## src/rtl/bfsk_pkg.sv

```systemverilog
`timescale 1ns / 1ps
package bfsk_pkg;

	localparam int PHASE_BITS    = 24;
	localparam int MAX_FRAME     = 4096;
	localparam int FPOS_BITS     = $clog2(MAX_FRAME);
	localparam int FLEN_BITS     = FPOS_BITS + 1;
	localparam int CFG_DATA_BITS = (PHASE_BITS > FLEN_BITS) ? PHASE_BITS : FLEN_BITS;
	localparam int CFG_IDX_BITS  = 2;

	localparam int Q_FRAC    = 30;
	localparam int Q_BITS    = Q_FRAC + 1;
	localparam int PROD_BITS = 2 * Q_BITS;
	localparam int HI_BITS   = PROD_BITS - Q_FRAC;
	localparam int ZSHIFT    = 32 - PHASE_BITS;

	localparam int SAMPLE_BITS = 16;
	localparam int MAG_BITS    = SAMPLE_BITS - 1;

	localparam logic [Q_BITS-1:0] Q_ONE        = Q_BITS'(64'd1073741824);
	localparam logic [Q_BITS-1:0] COEF_A       = Q_BITS'(64'd1686629713);
	localparam logic [Q_BITS-1:0] COEF_B       = Q_BITS'(64'd688904866);
	localparam logic [Q_BITS-1:0] COEF_C       = Q_BITS'(64'd76016977);
	localparam logic [Q_BITS-1:0] SAMPLE_SCALE = Q_BITS'(64'd32767);
	localparam logic [MAG_BITS-1:0] MAG_MAX    = MAG_BITS'(32767);

	localparam logic [PHASE_BITS-1:0] PHASE_QUARTER = PHASE_BITS'(64'd1 << (PHASE_BITS - 2));

	localparam logic [FLEN_BITS-1:0]  FLEN_RESET  = FLEN_BITS'(1024);
	localparam logic [FLEN_BITS-1:0]  FLEN_MAX    = FLEN_BITS'(MAX_FRAME);
	localparam logic [PHASE_BITS-1:0] WSTEP_RESET = PHASE_BITS'(16384);

	localparam int QUEUE_DEPTH = 2;
	localparam int QPTR_BITS   = $clog2(QUEUE_DEPTH);
	localparam int QCNT_BITS   = $clog2(QUEUE_DEPTH + 1);

	typedef enum logic [CFG_IDX_BITS-1:0] {
		REG_SPACE_STEP  = 2'd0,
		REG_MARK_STEP   = 2'd1,
		REG_FRAME_LEN   = 2'd2,
		REG_WINDOW_STEP = 2'd3
	} cfg_reg_e;

	typedef struct packed {
		logic [PHASE_BITS-1:0] space_phase_step;
		logic [PHASE_BITS-1:0] mark_phase_step;
		logic [FLEN_BITS-1:0]  frame_length;
		logic [PHASE_BITS-1:0] window_phase_step;
	} cfg_t;

	typedef struct packed {
		logic [PHASE_BITS-1:0] carrier_phase;
		logic [PHASE_BITS-1:0] window_phase;
		logic                  frame_last;
	} job_t;

	typedef enum logic [3:0] {
		ST_IDLE,
		ST_LOAD,
		ST_Z2_M,
		ST_Z2_W,
		ST_CZ_M,
		ST_CZ_W,
		ST_T1_M,
		ST_T1_W,
		ST_ZT_M,
		ST_ZT_W,
		ST_SW_M,
		ST_SW_W,
		ST_MK_M,
		ST_MK_W
	} back_state_t;

	function automatic logic [Q_BITS-1:0] phase_to_z(input logic [PHASE_BITS-1:0] ph);
		logic [PHASE_BITS-2:0] frac;
		frac = {1'b0, ph[PHASE_BITS-3:0]};
		if (ph[PHASE_BITS-2]) begin
			frac = PHASE_QUARTER[PHASE_BITS-2:0] - frac;
		end
		return Q_BITS'(frac) << ZSHIFT;
	endfunction

endpackage

```

## src/rtl/bfsk_cfg.sv

```systemverilog
`timescale 1ns / 1ps
module bfsk_cfg (
	input  logic                               clk,
	input  logic                               arst_n,
	input  logic                               cfg_valid,
	output logic                               cfg_ready,
	input  logic [bfsk_pkg::CFG_IDX_BITS-1:0]  cfg_index,
	input  logic [bfsk_pkg::CFG_DATA_BITS-1:0] cfg_data,
	output bfsk_pkg::cfg_t                     cfg
);
	import bfsk_pkg::*;

	cfg_t cfg_q;

	assign cfg_ready = 1'b1;
	assign cfg       = cfg_q;

	always_ff @(posedge clk or negedge arst_n) begin
		if (!arst_n) begin
			cfg_q.space_phase_step  <= '0;
			cfg_q.mark_phase_step   <= '0;
			cfg_q.frame_length      <= FLEN_RESET;
			cfg_q.window_phase_step <= WSTEP_RESET;
		end else if (cfg_valid) begin
			unique case (cfg_reg_e'(cfg_index))
				REG_SPACE_STEP:  cfg_q.space_phase_step  <= cfg_data[PHASE_BITS-1:0];
				REG_MARK_STEP:   cfg_q.mark_phase_step   <= cfg_data[PHASE_BITS-1:0];
				REG_FRAME_LEN:   cfg_q.frame_length      <= cfg_data[FLEN_BITS-1:0];
				REG_WINDOW_STEP: cfg_q.window_phase_step <= cfg_data[PHASE_BITS-1:0];
				default: ;
			endcase
		end
	end

endmodule

```

## src/rtl/bfsk_front.sv

```systemverilog
`timescale 1ns / 1ps
module bfsk_front (
	input  logic           clk,
	input  logic           arst_n,
	input  logic           in_valid,
	output logic           in_ready,
	input  logic           tone_bit,
	input  logic           msg_start,
	input  bfsk_pkg::cfg_t cfg,
	input  logic           q_full,
	output logic           push,
	output bfsk_pkg::job_t push_job
);
	import bfsk_pkg::*;

	logic [PHASE_BITS-1:0] carrier_q;
	logic [PHASE_BITS-1:0] window_q;
	logic [FPOS_BITS-1:0]  fpos_q;
	logic                  held_q;

	logic [FLEN_BITS-1:0]  len_c;
	logic [PHASE_BITS-1:0] cp_c;
	logic [PHASE_BITS-1:0] wp_c;
	logic [PHASE_BITS-1:0] step_c;
	logic [FPOS_BITS-1:0]  fp_c;
	logic [FLEN_BITS-1:0]  fp_inc_c;
	logic                  ht_c;
	logic                  first_c;
	logic                  last_c;

	always_comb begin
		priority if (cfg.frame_length == '0) begin
			len_c = FLEN_BITS'(1);
		end else if (cfg.frame_length > FLEN_MAX) begin
			len_c = FLEN_MAX;
		end else begin
			len_c = cfg.frame_length;
		end
		cp_c     = msg_start ? '0 : carrier_q;
		fp_c     = msg_start ? '0 : fpos_q;
		first_c  = (fp_c == '0);
		ht_c     = first_c ? tone_bit : held_q;
		wp_c     = first_c ? '0 : window_q;
		step_c   = ht_c ? cfg.mark_phase_step : cfg.space_phase_step;
		fp_inc_c = {1'b0, fp_c} + FLEN_BITS'(1);
		last_c   = (fp_inc_c >= len_c);
	end

	assign in_ready = !q_full;
	assign push     = in_valid && !q_full;

	assign push_job.carrier_phase = cp_c;
	assign push_job.window_phase  = wp_c;
	assign push_job.frame_last    = last_c;

	always_ff @(posedge clk or negedge arst_n) begin
		if (!arst_n) begin
			carrier_q <= '0;
			window_q  <= '0;
			fpos_q    <= '0;
			held_q    <= 1'b0;
		end else if (push) begin
			carrier_q <= cp_c + step_c;
			window_q  <= wp_c + cfg.window_phase_step;
			fpos_q    <= last_c ? '0 : fp_inc_c[FPOS_BITS-1:0];
			held_q    <= ht_c;
		end
	end

endmodule

```

## src/rtl/bfsk_queue.sv

```systemverilog
`timescale 1ns / 1ps
module bfsk_queue (
	input  logic           clk,
	input  logic           arst_n,
	input  logic           push,
	input  bfsk_pkg::job_t push_job,
	output logic           full,
	input  logic           pop,
	output logic           head_valid,
	output bfsk_pkg::job_t head_job
);
	import bfsk_pkg::*;

	job_t                 slot_q [QUEUE_DEPTH];
	logic [QPTR_BITS-1:0] wr_ptr_q;
	logic [QPTR_BITS-1:0] rd_ptr_q;
	logic [QCNT_BITS-1:0] count_q;

	function automatic logic [QPTR_BITS-1:0] next_ptr(input logic [QPTR_BITS-1:0] p);
		return (p == QPTR_BITS'(QUEUE_DEPTH - 1)) ? '0 : p + QPTR_BITS'(1);
	endfunction

	assign full       = (count_q == QCNT_BITS'(QUEUE_DEPTH));
	assign head_valid = (count_q != '0);
	assign head_job   = slot_q[rd_ptr_q];

	always_ff @(posedge clk) begin
		if (push) begin
			slot_q[wr_ptr_q] <= push_job;
		end
	end

	always_ff @(posedge clk or negedge arst_n) begin
		if (!arst_n) begin
			wr_ptr_q <= '0;
			rd_ptr_q <= '0;
			count_q  <= '0;
		end else begin
			if (push) begin
				wr_ptr_q <= next_ptr(wr_ptr_q);
			end
			if (pop) begin
				rd_ptr_q <= next_ptr(rd_ptr_q);
			end
			unique case ({push, pop})
				2'b10:   count_q <= count_q + QCNT_BITS'(1);
				2'b01:   count_q <= count_q - QCNT_BITS'(1);
				default: count_q <= count_q;
			endcase
		end
	end

	a_count_bound: assert property (@(posedge clk) disable iff (!arst_n)
		count_q <= QCNT_BITS'(QUEUE_DEPTH))
		else $error("queue count above depth");

	a_no_overflow: assert property (@(posedge clk) disable iff (!arst_n)
		push |-> !full)
		else $error("push into full queue");

	a_no_underflow: assert property (@(posedge clk) disable iff (!arst_n)
		pop |-> head_valid)
		else $error("pop from empty queue");

endmodule

```

## src/rtl/bfsk_back.sv

```systemverilog
`timescale 1ns / 1ps
module bfsk_back (
	input  logic                                 clk,
	input  logic                                 arst_n,
	input  logic                                 head_valid,
	input  bfsk_pkg::job_t                       head_job,
	output logic                                 pop,
	output logic                                 out_valid,
	input  logic                                 out_ready,
	output logic signed [bfsk_pkg::SAMPLE_BITS-1:0] sample,
	output logic                                 frame_last
);
	import bfsk_pkg::*;

	back_state_t state_q;
	back_state_t state_d;

	job_t                   job_q;
	logic [Q_BITS-1:0]      z_q;
	logic [Q_BITS-1:0]      z2_q;
	logic [Q_BITS-1:0]      t_q;
	logic [Q_BITS-1:0]      smag_q;
	logic [Q_BITS-1:0]      win_q;
	logic [Q_BITS-1:0]      m_q;
	logic                   sneg_q;
	logic                   cneg_q;
	logic                   pass_q;
	logic [PROD_BITS-1:0]   prod_q;

	logic                   out_valid_q;
	logic signed [SAMPLE_BITS-1:0] sample_q;
	logic                   frame_last_q;

	logic [Q_BITS-1:0]      op_a;
	logic [Q_BITS-1:0]      op_b;
	logic [HI_BITS-1:0]     prod_hi;
	logic [Q_BITS-1:0]      y_c;
	logic [Q_BITS:0]        win_sum_c;
	logic [PHASE_BITS-1:0]  cos_phase_c;
	logic [MAG_BITS-1:0]    mag_c;
	logic                   out_free;

	assign prod_hi     = prod_q[PROD_BITS-1:Q_FRAC];
	assign out_free    = !out_valid_q || out_ready;
	assign pop         = (state_q == ST_IDLE) && head_valid;
	assign cos_phase_c = job_q.window_phase + PHASE_QUARTER;

	assign out_valid  = out_valid_q;
	assign sample     = sample_q;
	assign frame_last = frame_last_q;

	always_comb begin
		y_c       = (prod_hi > HI_BITS'(Q_ONE)) ? Q_ONE : prod_hi[Q_BITS-1:0];
		win_sum_c = cneg_q ? ({1'b0, Q_ONE} + {1'b0, y_c}) : ({1'b0, Q_ONE} - {1'b0, y_c});
		mag_c     = (prod_hi > HI_BITS'(MAG_MAX)) ? MAG_MAX : prod_hi[MAG_BITS-1:0];
	end

	always_comb begin
		state_d = state_q;
		unique case (state_q)
			ST_IDLE: if (head_valid) state_d = ST_LOAD;
			ST_LOAD: state_d = ST_Z2_M;
			ST_Z2_M: state_d = ST_Z2_W;
			ST_Z2_W: state_d = ST_CZ_M;
			ST_CZ_M: state_d = ST_CZ_W;
			ST_CZ_W: state_d = ST_T1_M;
			ST_T1_M: state_d = ST_T1_W;
			ST_T1_W: state_d = ST_ZT_M;
			ST_ZT_M: state_d = ST_ZT_W;
			ST_ZT_W: state_d = pass_q ? ST_SW_M : ST_Z2_M;
			ST_SW_M: state_d = ST_SW_W;
			ST_SW_W: state_d = ST_MK_M;
			ST_MK_M: state_d = ST_MK_W;
			ST_MK_W: if (out_free) state_d = ST_IDLE;
			default: state_d = ST_IDLE;
		endcase
	end

	always_comb begin
		op_a = '0;
		op_b = '0;
		unique case (state_q)
			ST_Z2_M: begin
				op_a = z_q;
				op_b = z_q;
			end
			ST_CZ_M: begin
				op_a = COEF_C;
				op_b = z2_q;
			end
			ST_T1_M: begin
				op_a = z2_q;
				op_b = t_q;
			end
			ST_ZT_M: begin
				op_a = z_q;
				op_b = t_q;
			end
			ST_SW_M: begin
				op_a = smag_q;
				op_b = win_q;
			end
			ST_MK_M, ST_MK_W: begin
				op_a = m_q;
				op_b = SAMPLE_SCALE;
			end
			default: ;
		endcase
	end

	always_ff @(posedge clk or negedge arst_n) begin
		if (!arst_n) begin
			state_q <= ST_IDLE;
		end else begin
			state_q <= state_d;
		end
	end

	always_ff @(posedge clk) begin
		prod_q <= PROD_BITS'(op_a) * PROD_BITS'(op_b);
		unique case (state_q)
			ST_IDLE: begin
				if (head_valid) begin
					job_q  <= head_job;
					pass_q <= 1'b0;
				end
			end
			ST_LOAD: begin
				z_q    <= phase_to_z(job_q.carrier_phase);
				sneg_q <= job_q.carrier_phase[PHASE_BITS-1];
			end
			ST_Z2_W: z2_q <= prod_hi[Q_BITS-1:0];
			ST_CZ_W: t_q  <= COEF_B - prod_hi[Q_BITS-1:0];
			ST_T1_W: t_q  <= COEF_A - prod_hi[Q_BITS-1:0];
			ST_ZT_W: begin
				if (!pass_q) begin
					smag_q <= y_c;
					z_q    <= phase_to_z(cos_phase_c);
					cneg_q <= cos_phase_c[PHASE_BITS-1];
					pass_q <= 1'b1;
				end else begin
					win_q <= win_sum_c[Q_BITS:1];
				end
			end
			ST_SW_W: m_q <= prod_hi[Q_BITS-1:0];
			default: ;
		endcase
	end

	always_ff @(posedge clk) begin
		if (state_q == ST_MK_W && out_free) begin
			sample_q     <= sneg_q ? -$signed({1'b0, mag_c}) : $signed({1'b0, mag_c});
			frame_last_q <= job_q.frame_last;
		end
	end

	always_ff @(posedge clk or negedge arst_n) begin
		if (!arst_n) begin
			out_valid_q <= 1'b0;
		end else if (state_q == ST_MK_W && out_free) begin
			out_valid_q <= 1'b1;
		end else if (out_ready) begin
			out_valid_q <= 1'b0;
		end
	end

	a_sample_range: assert property (@(posedge clk) disable iff (!arst_n)
		out_valid |-> (sample != -16'sd32768))
		else $error("sample outside symmetric range");

	a_pop_starts: assert property (@(posedge clk) disable iff (!arst_n)
		pop |=> (state_q == ST_LOAD))
		else $error("pop did not start a job");

	a_no_pop_busy: assert property (@(posedge clk) disable iff (!arst_n)
		(state_q != ST_IDLE) |-> !pop)
		else $error("pop while busy");

endmodule

```

## src/rtl/bfsk_windowed_tone_generator_top.sv

```systemverilog
`timescale 1ns / 1ps
// Binary FSK tone generator with a raised-cosine window, one 16-bit sample per
// input transfer. The front end advances carrier phase, window phase and frame
// position at the moment a transfer is taken and queues the two phases and the
// end-of-frame flag; up to two items wait in the queue while the back end works.
// The back end evaluates both sines and the scaling on one shared 31x31
// multiplier, each multiply having a multiply state and a writeback state. The
// back end pops an item only when idle and takes the next one only after the
// output register has taken the previous sample. The output register holds a
// finished sample while the next one is computed. Configuration writes are
// always taken and should only be made while the block is idle.
module bfsk_windowed_tone_generator_top (
	input  logic                                     clk,
	input  logic                                     arst_n,
	input  logic                                     cfg_valid,
	output logic                                     cfg_ready,
	input  logic [bfsk_pkg::CFG_IDX_BITS-1:0]        cfg_index,
	input  logic [bfsk_pkg::CFG_DATA_BITS-1:0]       cfg_data,
	input  logic                                     in_valid,
	output logic                                     in_ready,
	input  logic                                     tone_bit,
	input  logic                                     msg_start,
	output logic                                     out_valid,
	input  logic                                     out_ready,
	output logic signed [bfsk_pkg::SAMPLE_BITS-1:0]  sample,
	output logic                                     frame_last
);
	import bfsk_pkg::*;

	cfg_t cfg;
	job_t push_job;
	job_t head_job;
	logic push;
	logic pop;
	logic q_full;
	logic head_valid;

	bfsk_cfg u_cfg (
		.clk       (clk),
		.arst_n    (arst_n),
		.cfg_valid (cfg_valid),
		.cfg_ready (cfg_ready),
		.cfg_index (cfg_index),
		.cfg_data  (cfg_data),
		.cfg       (cfg)
	);

	bfsk_front u_front (
		.clk       (clk),
		.arst_n    (arst_n),
		.in_valid  (in_valid),
		.in_ready  (in_ready),
		.tone_bit  (tone_bit),
		.msg_start (msg_start),
		.cfg       (cfg),
		.q_full    (q_full),
		.push      (push),
		.push_job  (push_job)
	);

	bfsk_queue u_queue (
		.clk        (clk),
		.arst_n     (arst_n),
		.push       (push),
		.push_job   (push_job),
		.full       (q_full),
		.pop        (pop),
		.head_valid (head_valid),
		.head_job   (head_job)
	);

	bfsk_back u_back (
		.clk        (clk),
		.arst_n     (arst_n),
		.head_valid (head_valid),
		.head_job   (head_job),
		.pop        (pop),
		.out_valid  (out_valid),
		.out_ready  (out_ready),
		.sample     (sample),
		.frame_last (frame_last)
	);

endmodule
```

## config.mk

```make
export PLATFORM = sky130hd
export DESIGN_NAME = bfsk_windowed_tone_generator_top
export DESIGN_NICKNAME = d
export VERILOG_FILES = /design/src/rtl/bfsk_pkg.sv /design/src/rtl/bfsk_cfg.sv /design/src/rtl/bfsk_front.sv /design/src/rtl/bfsk_queue.sv /design/src/rtl/bfsk_back.sv /design/src/rtl/bfsk_windowed_tone_generator_top.sv
export SDC_FILE = /design/constraint.sdc
export NUM_CORES = 2
export LEC_CHECK = 0
export ABC_AREA = 1
export BUFFER_PORTS_ARGS = -buffer_cell sky130_fd_sc_hd__buf_2
export CAP_MARGIN = 20
export CELL_PAD_IN_SITES_DETAIL_PLACEMENT = 1
export CELL_PAD_IN_SITES_GLOBAL_PLACEMENT = 2
export CORE_AREA = 2 2 399 401
export DETAILED_ROUTE_END_ITERATION = 8
export DIE_AREA = 0 0 401 403
export GPL_TIMING_DRIVEN = 0
export PLACE_DENSITY = 0.85
export SLEW_MARGIN = 20
export SYNTH_ARGS = -nofsm -noshare
export SYNTH_HDL_FRONTEND = slang
export SYNTH_SLANG_ARGS = --single-unit
```

## constraint.sdc

```tcl
create_clock -name clk -period 7.1 [get_ports clk]
set_input_delay 0.71 -clock clk [delete_from_list [all_inputs] [get_ports clk]]
set_output_delay 0.71 -clock clk [all_outputs]
set_load 0.1 [all_outputs]
```

==> impl_metrics.tcl <==
set metrics [dict create \
    insertion_delay_ps 620 \
    period_share_pct 118 \
    remaining_drc_errors 0 \
    area_growth_pct 22.1 \
    holdBufCountCts 0 \
    maxCapViolations 0 \
    synthCells 6768 \
    cp-end-kind "flip-flop" \
    utilization_pct 44.8 \
    cts-root-buf "clkbuf_16" \
    tightest_slew_ps 1150 \
    crit_path_start_kind "flip-flop" \
    pin_count 53 \
    synthArstFlopShare_pct 29.1 \
    h-tree-depth 2 \
    syn_nets 7961 \
    fp-row-count 146 \
    finalMaxSlewViolations 0 \
    rsz0062_at_grt "yes" \
    setup_viol 32 \
    yosysTopAreaCellShare_pct 29.0 \
    grt_max_degree 88 \
    io_buffer_count 51 \
    cts.reportedPaths.clkPinSlew_ps 70 \
    yosysMostFrequentCell "nand2_1" \
    yosys_warnings 0 \
    yosysTopAreaCell "fa_1" \
    outcome "finished, violations left" \
    fmax_mhz 119 \
    arrival_ps 8870 \
    die_w_um 401 \
    synth-edff-count 345 \
    ant_nets 0 \
    drt_iter0_drc 4132 \
    die_area_mm2 0.162 \
    synth-seq-cells 532 \
    synth.cells.most_frequent "nand2_1 (1480), inv_1 (1337), fa_1 (838)" \
    start_util_pct 36.7 \
    grtUsageTotal_pct 29.8 \
    required_ps 7600 \
    slowest_delay_ps 600 \
    num-nets-final 8371 \
    grt_pass1_vias 54100 \
    cts_tree "yes" \
    setup_ws_ps -1270 \
    final_hold_viol_count 0 \
    stdcell_area_mm2 0.0705 \
    grt_pass1_wl_um 356000 \
    drt-total-wl_um 247000 \
    seq_area_frac_synth_pct 25.8 \
    gp_congestion 1.00 \
    synthFlopType "edfxtp_1" \
    critPathSlowestCell "fa_2" \
    wl_per_cell_um 26.5 \
    cts.sinks 532 \
    slew_headroom_pct 23.0 \
    fin_crit_ps 8370 \
    avgSynthCellArea_um2 8.54 \
    vias_per_cell 5.40 \
    failed_checks "setup timing" \
    worstRegToRegCells 31 \
    placed_area_mm2 0.0615 \
    syn_area_mm2 0.0578 \
    cts_buffers 48 \
    layout-drive-gt1-share_pct 18.9 \
    finalSetupTns_ps -35740 \
    cts_buffer_depth 3 \
    skew_ps 33.5 \
    yosysUniqueCellTypes 68 \
    hold_ws_ps 52.3 \
    dr.pass1.iters 8 \
    detailroute.via_count 50200 \
    crit_fanout 10 \
    hold_path.class "in -> async" \
    ys_top_cells_by_area "fa_1 (29%), edfxtp_1 (18%), nand2_1 (9.6%), inv_1 (8.7%), ha_1 (7.0%)" \
    fp.dieH_um 403 \
    core_mm2 0.157 \
    grt_antenna_before_repair 11 \
    crit_type "reg -> reg" \
    hpwl_um 192000 \
    grt_overflow 0 \
]
-- through the flow --
step,setup slack [ps],std cells
final,-1270,9291
after global routing,-1390,9289
after detailed placement,-2800,8905
after global placement,-3220,8891
after CTS,-1130,9202
after floorplan,-43.6,6768
-- worst max-delay path: cells and delay by family (launching register included) --
kind / cells / cell delay (ps)
AOI/OAI and AO/OA: 5 / 920
adders and majority gates: 9 / 4390
buffers and inverters: 7 / 950
DFF: 1 / 500
and+or+nand+nor: 10 / 1460
-- final cells by class --
class                      instances  area (um^2)
multi-input combinational       4614        39800
clock buffer                      65         1400
sequential                       532        14900
inverter                        1361         5320
antenna                            2         5.00
timing repair buffer             364         3570
buffer                           256         2720
clock inverter                    24          238
timing repair inverter             1         8.76
tap                             2072         2590
fill                           18200        86900
-- layer usage --
metal / share of wire [%] / wire length [um] / GRT usage [%] / vias to the layer above
met5: 0.030 / 75 / 0 / -
met4: 8.1 / 20000 / 18.7 / 12
met3: 7.8 / 19300 / 4.61 / 738
met2: 46 / 112000 / 48.3 / 2253
met1: 38 / 94900 / 37.4 / 25600
li1: - / - / - / 21600
-- registers in the layout (all words and copies together), names as in the netlist, 16 cells and up --
| signal | count |
|---|---|
| u_front.carrier_q | 24 |
| u_back.win_q | 31 |
| u_back.z2_q | 31 |
| u_queue.slot_q | 98 |
| u_back.z_q | 23 |
| u_back.job_q | 49 |
| u_front.window_q | 24 |
| u_back.smag_q | 31 |
| u_back.prod_q | 32 |
| u_cfg.cfg | 85 |
| u_back.m_q | 31 |
| u_back.sample | 16 |
| u_back.t_q | 31 |
-- cell usage in the layout (no fill, tap or decap), types with 70 or more instances in the layout --
cell / count
buf_4: 243
o21ai_0: 282
nor2_2: 74
clkbuf_1: 73
ha_1: 284
fa_2: 70
nand2_1: 1378
dfrtp_1: 149
a21oi_1: 146
inv_1: 1231
nor2_1: 658
xor2_1: 80
buf_12: 90
edfxtp_1: 345
inv_2: 76
fa_1: 768
nand3_1: 132
-- kinds of logic (layout without fill, tap and decap cells) --
family          after synthesis  count (layout)  share of synthesized area (%)
compound gates              728             728                           7.16
other cells                   1               3                        0.00649
flops                       532             532                           25.8
buf+inv                    1622            2071                           10.9
simple gates               2572            2572                           17.8
fa+ha+maj                  1160            1160                           36.0
xor+xnor                    129             129                           1.96
mux                          24              24                          0.466
-- final timing paths --
path	from	to	slack [ps]
worst max-delay path	u_back.state_q[1]	u_back.prod_q[57]	-1270
worst min-delay path	arst_n	u_cfg.cfg[58]	50
worst max register to register	u_back.state_q[1]	u_back.prod_q[57]	-1270
worst min register to register	u_back.job_q[48]	u_back.sneg_q	410
max in group asynchronous	arst_n	u_back.state_q[2]	6180
min in group clk	out_ready	u_back.out_valid	370
-- timing repair --
item / CTS / global route
endpoints found under the setup margin: 32 / 32
setup buffers: 204 / 87
resized for setup: 910 / 361
pin swaps: 198 / 159
gates cloned: 8 / 2
Power is not shown: default switching activity piles up to over one toggle a cycle in this logic, so the estimate is an artifact.
